File: config.mk
export PLATFORM = sky130hd
export DESIGN_NAME = profile_setpoint_interpolator
export DESIGN_NICKNAME = d
export VERILOG_FILES = /design/src/design/psi_pkg.sv /design/src/design/psi_div.sv /design/src/design/psi_dp.sv /design/src/design/psi_ctrl.sv /design/src/design/profile_setpoint_interpolator.sv
export VERILOG_INCLUDE_DIRS = /design/src /design/src/design
export SDC_FILE = /design/constraint.sdc
export NUM_CORES = 2
export LEC_CHECK = 0
export ABC_AREA = 1
export BUFFER_PORTS_ARGS = -buffer_cell sky130_fd_sc_hd__buf_2
export CAP_MARGIN = 20
export CORE_ASPECT_RATIO = 0.75
export CORE_UTILIZATION = 40
export DETAILED_ROUTE_END_ITERATION = 12
export PLACE_DENSITY = 0.57
export RECOVER_POWER = 50
export REMOVE_ABC_BUFFERS = 1
export SLEW_MARGIN = 20
export SYNTH_ARGS = -nofsm -noshare
export SYNTH_HDL_FRONTEND = slang
export SYNTH_HIERARCHICAL = 1
export SYNTH_SLANG_ARGS = --single-unit
export TNS_END_PERCENT = 5
File: constraint.sdc
create_clock -name clk_i -period 17.4 [get_ports clk_i]
set_clock_uncertainty 0.2 [all_clocks]
set_input_delay 3.48 -clock clk_i [delete_from_list [all_inputs] [get_ports clk_i]]
set_output_delay 3.48 -clock clk_i [all_outputs]
set_load 0.005 [all_outputs]
File: src/design/profile_setpoint_interpolator_assert.svh
// ----------------------------------------------------------------------------
// Profile setpoint interpolator assertion macros
// Macros for the concurrent checks of the interpolator controller.
// ----------------------------------------------------------------------------
`ifndef PROFILE_SETPOINT_INTERPOLATOR_ASSERT_SVH
`define PROFILE_SETPOINT_INTERPOLATOR_ASSERT_SVH

// The antecedent implies the consequent in the same cycle.
`define PSI_ASSERT_IMP(lbl, ante, cons) \
  lbl: assert property (@(posedge clk_i) disable iff (!rst_ni) (ante) |-> (cons)) \
    else $error("interpolator check failed");

// The antecedent implies the consequent in the next cycle.
`define PSI_ASSERT_NXT(lbl, ante, cons) \
  lbl: assert property (@(posedge clk_i) disable iff (!rst_ni) (ante) |=> (cons)) \
    else $error("interpolator check failed");

`endif

File: src/design/psi_pkg.sv
// ----------------------------------------------------------------------------
// Profile setpoint interpolator package
// Widths, reset values, field helpers and the controller interface types.
// ----------------------------------------------------------------------------
package psi_pkg;

  localparam int NumSetpoints = 6;
  localparam int IdxW         = $clog2(NumSetpoints);
  localparam int CfgIdxW      = 3;
  localparam int CfgW         = 31;
  localparam int TimeW        = 15;
  localparam int TempW        = 16;
  localparam int InW          = 16;
  localparam int OutTempW     = 10;
  localparam int StageW       = 3;
  localparam int SlopeScale   = 100;
  localparam int TempMax      = 1023;
  localparam int SlopeDivN    = TempW + 7;
  localparam int DivW         = SlopeDivN;
  localparam int CntW         = $clog2(DivW + 1);
  localparam int ScaleRemW    = 7;
  localparam int HiW          = 2 * InW;
  localparam int MagW         = HiW + 1;
  localparam int ValW         = MagW + 2;
  localparam int RecipW       = 22;
  localparam int ScaleRecipShift = 26;
  localparam int RecipProdW   = SlopeDivN - 2 + RecipW;

  localparam logic [RecipW-1:0] ScaleRecip = 22'd2684355;

  localparam logic [CfgW-1:0] SpReset [8] = '{
    31'd30, 31'd4587670, 31'd12452000, 31'd15401190,
    31'd16384230, 31'd25559070, 31'd25559070, 31'd25559070
  };

  typedef struct packed {
    logic load;
    logic scan;
    logic setup;
    logic mul;
    logic scale;
    logic reduce;
    logic finish;
  } psi_cmd_t;

  typedef struct packed {
    logic scan_last;
    logic div_done;
    logic out_free;
  } psi_status_t;

  function automatic logic [TimeW-1:0] sp_time(input logic [CfgW-1:0] sp);
    return sp[TempW+TimeW-1:TempW];
  endfunction

  function automatic logic [TempW-1:0] sp_temp(input logic [CfgW-1:0] sp);
    return sp[TempW-1:0];
  endfunction

endpackage

File: src/design/psi_div.sv
// ----------------------------------------------------------------------------
// Profile setpoint interpolator divider
// Unsigned restoring divider, one quotient bit per cycle, variable step count.
// ----------------------------------------------------------------------------
module psi_div import psi_pkg::*; (
  input  logic             clk_i,
  input  logic             rst_ni,
  input  logic             start_i,
  input  logic [CntW-1:0]  count_i,
  input  logic [DivW-1:0]  dividend_i,
  input  logic [TimeW-1:0] divisor_i,
  output logic [DivW-1:0]  quotient_o,
  output logic             done_o
);

  logic             busy_q;
  logic             done_q;
  logic [CntW-1:0]  cnt_q;
  logic [TimeW-1:0] div_q;
  logic [TimeW-1:0] rem_q;
  logic [TimeW-1:0] rem_d;
  logic [DivW-1:0]  quo_q;
  logic [TimeW:0]   rem_shift;
  logic [TimeW:0]   rem_sub;
  logic             fits;

  always_comb begin
    rem_shift = {rem_q, quo_q[DivW-1]};
    rem_sub   = rem_shift - {1'b0, div_q};
    fits      = (rem_shift >= {1'b0, div_q});
    rem_d     = fits ? rem_sub[TimeW-1:0] : rem_shift[TimeW-1:0];
  end

  always_ff @(posedge clk_i or negedge rst_ni) begin
    if (!rst_ni) begin
      busy_q <= 1'b0;
      done_q <= 1'b0;
      cnt_q  <= '0;
    end else begin
      done_q <= 1'b0;
      if (start_i) begin
        busy_q <= 1'b1;
        cnt_q  <= count_i;
      end else if (busy_q) begin
        cnt_q <= cnt_q - 1'b1;
        if (cnt_q == CntW'(1)) begin
          busy_q <= 1'b0;
          done_q <= 1'b1;
        end
      end
    end
  end

  always_ff @(posedge clk_i) begin
    if (start_i) begin
      div_q <= divisor_i;
      rem_q <= '0;
      quo_q <= dividend_i;
    end else if (busy_q) begin
      rem_q <= rem_d;
      quo_q <= {quo_q[DivW-2:0], fits};
    end
  end

  assign quotient_o = quo_q;
  assign done_o     = done_q;

endmodule

File: src/design/psi_dp.sv
// ----------------------------------------------------------------------------
// Profile setpoint interpolator datapath
// Setpoint registers, segment scan, slope and scaling arithmetic, result register.
// ----------------------------------------------------------------------------
module psi_dp import psi_pkg::*; (
  input  logic                clk_i,
  input  logic                rst_ni,
  input  logic                cfg_we_i,
  input  logic [CfgIdxW-1:0]  cfg_idx_i,
  input  logic [CfgW-1:0]     cfg_data_i,
  input  logic [InW-1:0]      elapsed_time_i,
  input  psi_cmd_t            cmd_i,
  output psi_status_t         status_o,
  input  logic                out_stall_i,
  output logic                out_valid_o,
  output logic [OutTempW-1:0] target_temp_o,
  output logic [StageW-1:0]   stage_o,
  output logic [OutTempW-1:0] peak_temp_o,
  output logic [TimeW-1:0]    duration_o
);

  logic [CfgW-1:0]     sp_q [NumSetpoints];
  logic [InW-1:0]      t_q;
  logic [IdxW-1:0]     k_q;
  logic [IdxW-1:0]     seg_q;
  logic                seg_found_q;
  logic [IdxW-1:0]     stage_q;
  logic                stage_stop_q;
  logic [TempW-1:0]    peak_q;
  logic                neg_q;
  logic                dx_zero_q;
  logic [TempW-1:0]    y1_q;
  logic signed [InW+1:0] d_q;
  logic                neg_prod_q;
  logic [InW-1:0]      d_mag_q;
  logic [InW-1:0]      sq_q;
  logic [HiW-1:0]      hi_q;
  logic [SlopeDivN-1:0] lo_q;
  logic [MagW-1:0]     qmag_q;
  logic                out_valid_q;
  logic [OutTempW-1:0] temp_out_q;
  logic [StageW-1:0]   stage_out_q;
  logic [OutTempW-1:0] peak_out_q;
  logic [TimeW-1:0]    dur_out_q;

  logic                last_k;
  logic [IdxW-1:0]     nxt_idx;
  logic [TimeW-1:0]    tk;
  logic [TimeW-1:0]    tk_next;
  logic [TempW-1:0]    yk;
  logic                seg_last;
  logic [IdxW-1:0]     seg_hi;
  logic [TimeW-1:0]    x1;
  logic [TimeW-1:0]    x2;
  logic [TempW-1:0]    y1;
  logic [TempW-1:0]    y2;
  logic signed [TimeW:0] dx;
  logic signed [TempW:0] dy;
  logic [TimeW-1:0]    dx_mag;
  logic [TempW-1:0]    dy_mag;
  logic [SlopeDivN-1:0] dy_mag100;
  logic [SlopeDivN-1:0] slope_mag;
  logic [SlopeDivN-1:0] slope_hund;
  logic [ScaleRemW-1:0] slope_rem;
  logic [InW-1:0]      d_mag;
  logic [SlopeDivN-1:0] lo_hund;
  logic signed [ValW-1:0] value;
  logic                div_start;
  logic [CntW-1:0]     div_count;
  logic [DivW-1:0]     div_dividend;
  logic [TimeW-1:0]    div_divisor;
  logic [DivW-1:0]     quotient;
  logic                div_done;
  logic                out_free;

  // Divides by 100 as a quarter divided by 25, through a reciprocal that is
  // exact for every operand below 2^23.
  function automatic logic [SlopeDivN-1:0] div_by_scale(input logic [SlopeDivN-1:0] x);
    logic [RecipProdW-1:0] p;
    p = RecipProdW'(x[SlopeDivN-1:2]) * RecipProdW'(ScaleRecip);
    return SlopeDivN'(p >> ScaleRecipShift);
  endfunction

  always_ff @(posedge clk_i or negedge rst_ni) begin
    if (!rst_ni) begin
      for (int i = 0; i < NumSetpoints; i++) begin
        sp_q[i] <= SpReset[i];
      end
    end else if (cfg_we_i && (int'(cfg_idx_i) < NumSetpoints)) begin
      sp_q[cfg_idx_i[IdxW-1:0]] <= cfg_data_i;
    end
  end

  always_comb begin
    last_k   = (k_q == IdxW'(NumSetpoints - 1));
    nxt_idx  = last_k ? k_q : k_q + 1'b1;
    tk       = sp_time(sp_q[k_q]);
    tk_next  = sp_time(sp_q[nxt_idx]);
    yk       = sp_temp(sp_q[k_q]);
    seg_last = (seg_q == IdxW'(NumSetpoints - 1));
    seg_hi   = seg_last ? seg_q : seg_q + 1'b1;
    x1       = sp_time(sp_q[seg_q]);
    y1       = sp_temp(sp_q[seg_q]);
    x2       = sp_time(sp_q[seg_hi]);
    y2       = sp_temp(sp_q[seg_hi]);
    dx       = $signed({1'b0, x2}) - $signed({1'b0, x1});
    dy       = $signed({1'b0, y2}) - $signed({1'b0, y1});
    dx_mag   = dx[TimeW] ? TimeW'(-dx) : dx[TimeW-1:0];
    dy_mag   = dy[TempW] ? TempW'(-dy) : dy[TempW-1:0];
    dy_mag100 = SlopeDivN'(dy_mag) * SlopeDivN'(SlopeScale);
  end

  always_comb begin
    slope_mag  = dx_zero_q ? '0 : quotient;
    slope_hund = div_by_scale(slope_mag);
    slope_rem  = ScaleRemW'(slope_mag - SlopeDivN'(sq_q) * SlopeDivN'(SlopeScale));
    d_mag      = d_q[InW+1] ? InW'(-d_q) : InW'(d_q);
    lo_hund    = div_by_scale(lo_q);
    value      = $signed({2'b0, qmag_q});
    if (neg_prod_q) begin
      value = -value;
    end
    value = value + $signed(ValW'(y1_q));
  end

  always_comb begin
    div_start    = cmd_i.setup;
    div_count    = CntW'(SlopeDivN);
    div_dividend = dy_mag100;
    div_divisor  = dx_mag;
  end

  psi_div u_div (
    .clk_i      (clk_i),
    .rst_ni     (rst_ni),
    .start_i    (div_start),
    .count_i    (div_count),
    .dividend_i (div_dividend),
    .divisor_i  (div_divisor),
    .quotient_o (quotient),
    .done_o     (div_done)
  );

  always_ff @(posedge clk_i) begin
    if (cmd_i.load) begin
      t_q          <= elapsed_time_i;
      k_q          <= '0;
      seg_q        <= '0;
      seg_found_q  <= 1'b0;
      stage_q      <= '0;
      stage_stop_q <= 1'b0;
      peak_q       <= '0;
    end else if (cmd_i.scan) begin
      k_q <= nxt_idx;
      if (!stage_stop_q) begin
        if (t_q < InW'(tk)) begin
          stage_stop_q <= 1'b1;
        end else begin
          stage_q <= k_q;
        end
      end
      if (yk > peak_q) begin
        peak_q <= yk;
      end
      if (!seg_found_q && (last_k || (t_q < InW'(tk_next)))) begin
        seg_q       <= k_q;
        seg_found_q <= 1'b1;
      end
    end
    if (cmd_i.setup) begin
      neg_q     <= dx[TimeW] ^ dy[TempW];
      dx_zero_q <= (dx == '0);
      y1_q      <= y1;
      d_q       <= $signed({2'b0, t_q}) - $signed({3'b0, x1});
    end
    if (cmd_i.mul) begin
      sq_q       <= InW'(slope_hund);
      d_mag_q    <= d_mag;
      neg_prod_q <= neg_q ^ d_q[InW+1];
    end
    if (cmd_i.scale) begin
      hi_q <= HiW'(sq_q) * HiW'(d_mag_q);
      lo_q <= SlopeDivN'(slope_rem) * SlopeDivN'(d_mag_q);
    end
    if (cmd_i.reduce) begin
      qmag_q <= MagW'(hi_q) + MagW'(lo_hund);
    end
  end

  assign out_free = !out_valid_q || !out_stall_i;

  always_ff @(posedge clk_i or negedge rst_ni) begin
    if (!rst_ni) begin
      out_valid_q <= 1'b0;
    end else if (cmd_i.finish) begin
      out_valid_q <= 1'b1;
    end else if (!out_stall_i) begin
      out_valid_q <= 1'b0;
    end
  end

  always_ff @(posedge clk_i) begin
    if (cmd_i.finish) begin
      if (value < 0) begin
        temp_out_q <= '0;
      end else if (value > $signed(ValW'(TempMax))) begin
        temp_out_q <= OutTempW'(TempMax);
      end else begin
        temp_out_q <= value[OutTempW-1:0];
      end
      stage_out_q <= StageW'(stage_q);
      peak_out_q  <= (peak_q > TempW'(TempMax)) ? OutTempW'(TempMax)
                                                : peak_q[OutTempW-1:0];
      dur_out_q   <= sp_time(sp_q[NumSetpoints-1]);
    end
  end

  assign status_o.scan_last = last_k;
  assign status_o.div_done  = div_done;
  assign status_o.out_free  = out_free;
  assign out_valid_o        = out_valid_q;
  assign target_temp_o      = temp_out_q;
  assign stage_o            = stage_out_q;
  assign peak_temp_o        = peak_out_q;
  assign duration_o         = dur_out_q;

endmodule

File: src/design/psi_ctrl.sv
// ----------------------------------------------------------------------------
// Profile setpoint interpolator controller
// Sequences the scan, the slope division, the product and the scaling division.
// ----------------------------------------------------------------------------
`include "profile_setpoint_interpolator_assert.svh"

module psi_ctrl import psi_pkg::*; (
  input  logic        clk_i,
  input  logic        rst_ni,
  input  logic        in_valid_i,
  output logic        in_stall_o,
  input  psi_status_t status_i,
  output psi_cmd_t    cmd_o
);

  typedef enum logic [2:0] {
    ST_IDLE,
    ST_SCAN,
    ST_SETUP,
    ST_DIV_SLOPE,
    ST_MUL,
    ST_SCALE,
    ST_DIV_SCALE,
    ST_FINISH
  } state_e;

  state_e state_q;

  always_ff @(posedge clk_i or negedge rst_ni) begin
    if (!rst_ni) begin
      state_q <= ST_IDLE;
    end else begin
      case (state_q)
        ST_IDLE: begin
          if (in_valid_i) begin
            state_q <= ST_SCAN;
          end
        end
        ST_SCAN: begin
          if (status_i.scan_last) begin
            state_q <= ST_SETUP;
          end
        end
        ST_SETUP: begin
          state_q <= ST_DIV_SLOPE;
        end
        ST_DIV_SLOPE: begin
          if (status_i.div_done) begin
            state_q <= ST_MUL;
          end
        end
        ST_MUL: begin
          state_q <= ST_SCALE;
        end
        ST_SCALE: begin
          state_q <= ST_DIV_SCALE;
        end
        ST_DIV_SCALE: begin
          state_q <= ST_FINISH;
        end
        ST_FINISH: begin
          if (status_i.out_free) begin
            state_q <= ST_IDLE;
          end
        end
        default: begin
          state_q <= ST_IDLE;
        end
      endcase
    end
  end

  always_comb begin
    cmd_o        = '0;
    cmd_o.load   = (state_q == ST_IDLE) && in_valid_i;
    cmd_o.scan   = (state_q == ST_SCAN);
    cmd_o.setup  = (state_q == ST_SETUP);
    cmd_o.mul    = (state_q == ST_MUL);
    cmd_o.scale  = (state_q == ST_SCALE);
    cmd_o.reduce = (state_q == ST_DIV_SCALE);
    cmd_o.finish = (state_q == ST_FINISH) && status_i.out_free;
  end

  assign in_stall_o = (state_q != ST_IDLE);

  `PSI_ASSERT_NXT(a_slope_to_mul, state_q == ST_DIV_SLOPE && status_i.div_done, state_q == ST_MUL)
  `PSI_ASSERT_IMP(a_finish_free, cmd_o.finish, status_i.out_free)
  `PSI_ASSERT_NXT(a_finish_idle, cmd_o.finish, state_q == ST_IDLE && !in_stall_o)

endmodule

File: src/design/profile_setpoint_interpolator.sv
// ----------------------------------------------------------------------------
// Profile setpoint interpolator
// Target temperature of a setpoint profile at a given elapsed time.
// ----------------------------------------------------------------------------
// The input channel takes an elapsed time in seconds (valid and stall); the
// output channel gives the interpolated target temperature, the stage index,
// the peak setpoint temperature and the profile duration for each item.
// Setpoints are to be written through the configuration port only while the
// block idles; the block itself does not enforce this. One item is worked on
// at a time. An item scans the setpoints one per cycle, runs the slope
// division on a one-bit-per-cycle divider (23 steps), and then scales the
// product by 100 with a reciprocal multiplication in the multiply, scale and
// reduce states. The result is registered in the finish state, and the next
// item can be taken in the cycle after, when the block is back in idle.
// The result register lets the next item be accepted while a result waits.
// If the receiver stalls, a finished item waits until the result register is
// free, and input stall stays high meanwhile. Reset loads the default profile
// and leaves both channels empty.
// ----------------------------------------------------------------------------
module profile_setpoint_interpolator import psi_pkg::*; (
  input  logic                clk_i,
  input  logic                rst_ni,
  input  logic                cfg_we_i,
  input  logic [CfgIdxW-1:0]  cfg_idx_i,
  input  logic [CfgW-1:0]     cfg_data_i,
  input  logic                in_valid_i,
  output logic                in_stall_o,
  input  logic [InW-1:0]      elapsed_time_i,
  output logic                out_valid_o,
  input  logic                out_stall_i,
  output logic [OutTempW-1:0] target_temp_o,
  output logic [StageW-1:0]   stage_o,
  output logic [OutTempW-1:0] peak_temp_o,
  output logic [TimeW-1:0]    duration_o
);

  psi_cmd_t    cmd;
  psi_status_t status;

  psi_ctrl u_ctrl (
    .clk_i      (clk_i),
    .rst_ni     (rst_ni),
    .in_valid_i (in_valid_i),
    .in_stall_o (in_stall_o),
    .status_i   (status),
    .cmd_o      (cmd)
  );

  psi_dp u_dp (
    .clk_i          (clk_i),
    .rst_ni         (rst_ni),
    .cfg_we_i       (cfg_we_i),
    .cfg_idx_i      (cfg_idx_i),
    .cfg_data_i     (cfg_data_i),
    .elapsed_time_i (elapsed_time_i),
    .cmd_i          (cmd),
    .status_o       (status),
    .out_stall_i    (out_stall_i),
    .out_valid_o    (out_valid_o),
    .target_temp_o  (target_temp_o),
    .stage_o        (stage_o),
    .peak_temp_o    (peak_temp_o),
    .duration_o     (duration_o)
  );

endmodule
==> Yosys cells after proc, flatten, opt, wreduce, memory -nomap -nowiden <==
Index checks and enable logic that the tools add are counted.
{ "word_totals": {"output_inout_bits": 40, "word_cells": 155, "regBits": 487, "inputBits": 55} }
{ "op_classes": {"n_lt_le_gt_ge": 14, "mux": 43, "add_sub_neg": 14, "n_bitwise": 9, "reduce_logical": 18, "multipliers": 6, "n_eq_ne": 15} }
{ "op_table": {"columns": ["operator", "count"], "rows": [
  ["binary-select mux 31 bit (select 3 bit)", 4],
  ["two-way mux 31 bit", 9],
  ["bitwise mux 186 bit", 1],
  ["demux 31 bit (select 3 bit)", 1],
  ["two-way mux 23 bit", 3],
  ["multiplier 21 x 22 -> 43 bit (second input constant)", 1],
  ["multiplier 21 x 22 -> 42 bit (second input constant)", 1],
  ["adder 35 x 17 -> 35 bit", 1],
  ["> comparator 35 x 11 -> 1 bit (second input constant)", 1],
  ["less-than comparator 35 x 1 -> 1 bit (second input constant)", 1],
  ["two-way mux 35 bit", 1],
  ["negation 33 -> 35 bit", 1],
  ["adder 32 x 17 -> 33 bit", 1],
  ["less-than comparator 16 x 15 -> 1 bit", 2],
  ["multiplier 16 x 16 -> 32 bit", 1],
  ["two-way mux 16 bit", 2],
  ["negation 16 bit", 2],
  ["two-way mux 15 bit", 2],
  ["case mux 3 bit (8 select lines)", 1],
  ["multiplier 7 x 16 -> 23 bit", 1],
  ["multiplier 16 x 5 -> 21 bit (second input constant)", 1],
  ["greater-or-equal comparator 4 bit (second input constant)", 5],
  ["inverter 3 -> 4 bit", 5],
  ["equality test 3 bit (second input constant)", 6],
  ["35 further kinds", 65]
]} }

==> Logic depth before layout (Yosys ltp) <==
{ "depth": {"ltp_word": 11, "ltp_mapped": 50, "depth_no_buf": 46} }

==> Hierarchy <==
The synthesis kept the hierarchy.
{ "modules_own_cells": {"columns": ["module", "area_each_um2", "cells_each", "n_inst", "seq_area_each_um2"], "rows": [
  ["psi_dp", 56299.0, 6904, 1, 11527.3],
  ["psi_div", 3549.7, 460, 1, 1616.6],
  ["psi_ctrl", 309.0, 45, 1, 75.1]
]} }

==> Least setup slack after synthesis <==
No wires, ideal clock.
{ "synth_timing": {"kind": "reg-to-reg", "startpoint": "register u_dp.seg_q[1]", "endpoint": "register u_dp.u_div.quo_q[21], in the netlist u_dp/u_div/quotient_o[21] (data pin)", "path_buffers": 5, "required_ps": 16947, "synth_period_minus_slack_ps": 7935, "arrival_ps": 7483, "stages_incl_launch_ff": 48, "setup_time_ps": 253, "setup_slack_ps": 9465, "cell_sequence": "dfxtp_1 > inv_1 > clkbuf_1 > buf_1 > ha_1 > nand2_1 > inv_1 > nand2_1 > nand2_1 > clkbuf_1 > clkbuf_1 > a21oi_1 > a22oi_1 > ha_1 > inv_1 > fa_1 > nand3_1 > nand2_1 > (+12 left out) > ha_1 > ha_1 > fa_1 > ha_1 > a21oi_1 > nand2_1 > a21oi_1 > o21ai_0 > a21boi_0 > o21ai_0 > a21boi_0 > nor2_1 > nor2_1 > nor2_1 > nor2_1 > xor2_1 > nand2_1 > nand2_1"} }
{ "synth_between": {"elab_chain_len": 11, "word_cells_on_any_way": 16, "cone_classes": "add/sub: 3; mul: 1; eq/ne: 1; mux: 9; bitwise: 2"} }
{ "synth_rtl": {"columns": ["item", "line", "text"], "rows": [
  ["start: declaration", "psi_dp.sv:25", "logic [IdxW-1:0] seg_q;"],
  ["start signal: assignment", "psi_dp.sv:166", "seg_q <= k_q;"],
  ["adder 3 x 1 -> 3 bit / equality test 3 bit (equally long branches)", "psi_dp.sv:101, psi_dp.sv:100", null],
  ["two-way mux 3 bit", "psi_dp.sv:101", "seg_hi = seg_last ? seg_q : seg_q + 1'b1;"],
  ["inverter 3 -> 4 bit (not written as such)", "psi_dp.sv:105", "y2 = sp_temp(sp_q[seg_hi]);"],
  ["binary-select mux 31 bit (select 3 bit)", "psi_dp.sv:105", null],
  ["two-way mux 31 bit (2 in series)", null, null],
  ["subtractor 16 x 16 -> 17 bit (*)", "psi_dp.sv:107", "dy = $signed({1'b0, y2}) - $signed({1'b0, y1});"],
  ["negation 16 bit", "psi_dp.sv:109", "dy_mag = dy[TempW] ? TempW'(-dy) : dy[TempW-1:0];"],
  ["two-way mux 16 bit (*)", "psi_dp.sv:109", null],
  ["multiplier 16 x 5 -> 21 bit (*)", "psi_dp.sv:110", "dy_mag100 = SlopeDivN'(dy_mag) * SlopeDivN'(SlopeScale);"],
  ["net u_dp.div_dividend[21]", "psi_dp.sv:70", "logic [DivW-1:0] div_dividend;"],
  ["two-way mux 23 bit (*)", "psi_div.sv:55", "if (start_i) begin"],
  ["end signal: assignment", "psi_div.sv:58", "quo_q <= dividend_i;"],
  ["end signal: assignment", "psi_div.sv:61", "quo_q <= {quo_q[DivW-2:0], fits};"],
  ["end: declaration", "psi_div.sv:22", "logic [DivW-1:0] quo_q;"]
]} }
The timed path passes the listed nets; every way through them passes the cells marked *. The select of a mux whose other input is x is not followed.
A chain may end at the register's enable or synchronous reset.

==> Final worst setup path <==
{ "layout_timing": {"startpoint": "register u_dp.seg_q[0]", "endpoint": "register u_dp.u_div.quo_q[21], in the netlist u_dp/u_div/quotient_o[21] (data pin)"} }
{ "layout_between": {"word_cells_on_any_way": 16, "cone_classes": "add/sub: 3; mul: 1; eq/ne: 1; mux: 9; bitwise: 2"} }
{ "layout_lines": {"columns": ["item", "line", "text"], "rows": [
  ["inverter 3 -> 4 bit (not written as such) (*)", "psi_dp.sv:103", "y1 = sp_temp(sp_q[seg_q]);"],
  ["binary-select mux 31 bit (select 3 bit) (*)", "psi_dp.sv:103", null],
  ["two-way mux 31 bit (*) (2 in series)", null, null],
  ["net u_dp.y1[0]", "psi_dp.sv:55", "logic [TempW-1:0] y1;"],
  ["subtractor 16 x 16 -> 17 bit (*)", "psi_dp.sv:107", null],
  ["negation 16 bit", "psi_dp.sv:109", null],
  ["two-way mux 16 bit (*)", "psi_dp.sv:109", null],
  ["multiplier 16 x 5 -> 21 bit (*)", "psi_dp.sv:110", null],
  ["net u_dp.div_dividend[21]", "psi_dp.sv:70", null],
  ["two-way mux 23 bit (*)", "psi_div.sv:55", null]
]} }
Marked as above.

==> results.cfg <==
[yosys]
synth_most_common_cell = inv_1
synth_top_cell_area_share_pct = 19.7
seq_area_frac_synth_pct = 22.0
ys_seq_elements = 485
avgSynthCellArea_um2 = 8.12
netlist_area_mm2 = 0.0602
synth-edff-count = 246
ys_types = 68
netlist_top_cells_area = fa_1 (20%), ha_1 (16%), edfxtp_1 (12%)
ys.warnings.count = 6
synth_flop_cell = edfxtp_1
postSynthCellCount = 7409
yosys.area.top_type = fa_1
synth_common_cells = inv_1 (1458), nand2_1 (1447), ha_1 (762)
async_flop_share_pct = 40.6

[clock_network]
ctsHoldBuffers = 0
cts_root_buf = clkbuf_16
max-clock-path-buffers = 3
path_clk_slew_ns = 0.07
cts_resized = 0
h-tree-depth = 2
post_cts_buffers = 0
cts_tree = built
clock_sinks = 485
clock_latency_ns = 0.66
cts_buffers = 54

[global_route]
antenna_found_initial = 1
track_usage_pct = 23.4
grt_pass1_wl_mm = 280
grt_max_degree = 87
grt_pass1_vias = 48000
grt-ovfl-total = 0

[floorplanning]
core_area_mm2 = 0.148
initial_core_util_pct = 40.5
dieArea_mm2 = 0.152
die_h_um = 338
die_x_um = 450
num_io_pins = 95
rows = 122

[route]
wl_per_cell_um = 18.9
dr.pass1.iters = 6
postRouteAntennaNets = 0
drc_errors = 0
first_iter_violations = 4082
vias = 49100
routed_wl_mm = 178
via_per_inst = 5.22

[setup_path]
crit_path_frequent_cell = nand2_1
cp_num_cells = 37
slowest_delay_ns = 2.15
crit_fanout = 69
cp-start-kind = flip-flop
critPathLaunch = u_dp/seg_q[0]$_SDFFE_PP0P_
required_ns = 17.69
worst_setup_path_end_kind = flip-flop
cp.arrival_ns = 10.82
r2r_slack_ns = 6.87
r2r-start = u_dp/seg_q[0]$_SDFFE_PP0P_
crit_type = reg2reg
path_delay_family = compound AO/OA/AOI/OAI gates
reg2regPathDepth = 37
cpMaxStageDelayCell = clkbuf_1
crit_buf_inv = 2
cp-endpoint = u_dp/u_div/quotient_o[21]$_DFFE_PP_
timing.rr.end = u_dp/u_div/quotient_o[21]$_DFFE_PP_

[timing]
setup_viol = 0
fin_crit_ns = 10.53
worst_slew_pin_slew_ns = 4.77
timing.fmax_ghz = 0.0949
hold_viol = 0
fin_hold_ws_ns = 0.240
slew_headroom_pct = -218
period_share_pct = 60.5
rsz0062_at_grt = false
setup_tns_ns = 0
slew_violations = 778

[finish]
multiInputGateArea_mm2 = 0.0405
syn_to_final_growth_pct = 6.87
antenna_cells = 0
nets = 8788
seqCellArea_mm2 = 0.0132
nFillCells = 15000
layout-drive-gt1-share_pct = 5.28

[place]
dp_hpwl_mm = 142
gp_congestion = 0.937
portBuffers = 94

[status]
status = complete, but fails checks
violations = max-capacitance violations, max-slew violations

[hold_path]
hold_path.class = reg2reg

[flow_run]
cap_violations = 15
worst reg2reg max path: cells and delay by family, from the launching register on:
kind / cells / cell delay [ns]
compound gates: 11 / 3.10
buf+inv: 2 / 2.22
flops: 1 / 0.87
fa+ha+maj: 6 / 2.06
xor+xnor: 2 / 0.44
simple gates: 16 / 1.44
sequential cells by signal, indices dropped and copies added, names as in the netlist, 17 cells and up:
register and count:
u_dp/sp_q 186, u_dp/d_q 17, u_dp/u_div/quotient_o 23, u_dp/hi_q 32, u_dp/qmag_q 33, u_dp/lo_q 21
cells in the final DEF, fill, tap and decap left out, drive strengths merged, types with 5 or more instances in the layout:
master / count
buf: 133
nor4: 9
o32ai: 22
nand2: 1487
dfrtp: 148
edfxtp: 246
clkinv: 24
and2: 5
or2: 27
a211oi: 25
a32oi: 12
ha: 762
o21ai: 606
fa: 591
nand3: 203
nand4: 47
nand3b: 18
xnor2: 82
a22oi: 12
xor2: 167
o31ai: 11
inv: 1465
conb: 7
clkinvlp: 5
o21a: 13
a21o: 13
o221ai: 7
a21oi: 479
o211ai: 35
a31oi: 47
dfstp: 49
nor2: 422
dfxtp: 42
o21bai: 15
a21boi: 20
clkbuf: 96
nor3: 46
worst min-delay path by stage:
stage / start / to / slack [ns] / cells past startpoint
final: u_dp/stage_q[0]$_SDFFE_PP0P_ / u_dp/stage_o[0]$_DFFE_PP_ / 0.24 / 0
after global routing: u_dp/stage_q[2]$_SDFFE_PP0P_ / u_dp/stage_o[2]$_DFFE_PP_ / 0.25 / 0
after CTS: u_dp/stage_q[0]$_SDFFE_PP0P_ / u_dp/stage_o[0]$_DFFE_PP_ / 0.25 / 0
after detailed placement: u_dp/stage_q[0]$_SDFFE_PP0P_ / u_dp/stage_o[0]$_DFFE_PP_ / 0.23 / 0
after global placement: u_dp/stage_q[1]$_SDFFE_PP0P_ / u_dp/stage_o[1]$_DFFE_PP_ / 0.22 / 0
after floorplan: u_dp/stage_q[0]$_SDFFE_PP0P_ / u_dp/stage_o[0]$_DFFE_PP_ / 0.21 / 0
metal layers:
metal / part of all wire, % / global-route usage (%) / wire length [µm]
met4: 2.3 / 5.16 / 4160
met5: 0 / 0 / 0
met1: 50 / 35.7 / 88300
met3: 6.7 / 3.15 / 11900
met2: 41 / 35.1 / 73600
per-stage QoR:
stage / instance area [µm²] / utilization, % / instances / setup WS [ns]
finish: 64300 / 43.3 / 9409 / 6.87
global route: 64300 / 43.3 / 9409 / 5.53
CTS: 64400 / 43.4 / 9408 / 8.18
detailed placement: 62700 / 42.2 / 9307 / 8.24
global placement: 62700 / 42.2 / 9306 / 8.22
floorplan: 59200 / - / 7168 / 5.43
kinds of logic after synthesis:
| group | count (synthesis) | synth area share (%) |
|---|---|---|
| simple gates | 2271 | 15.9 |
| buf+inv | 1715 | 10.8 |
| fa+ha+maj | 1353 | 35.5 |
| compound gates | 1334 | 12.2 |
| flops | 485 | 22.0 |
| xor+xnor | 249 | 3.63 |
| other cells | 2 | 0.0125 |
layout make-up:
type                            instances  area share, %
Multi-Input combinational cell       5214           63.0
Sequential cell                       485           20.6
Inverter                             1469           8.58
Tap cell                             1984           3.86
Clock buffer                           73           2.25
Timing Repair Buffer                  156           1.34
Clock inverter                         28          0.446
Power is not shown: default switching activity piles up to over one toggle a cycle in this logic, so the estimate is an artifact.
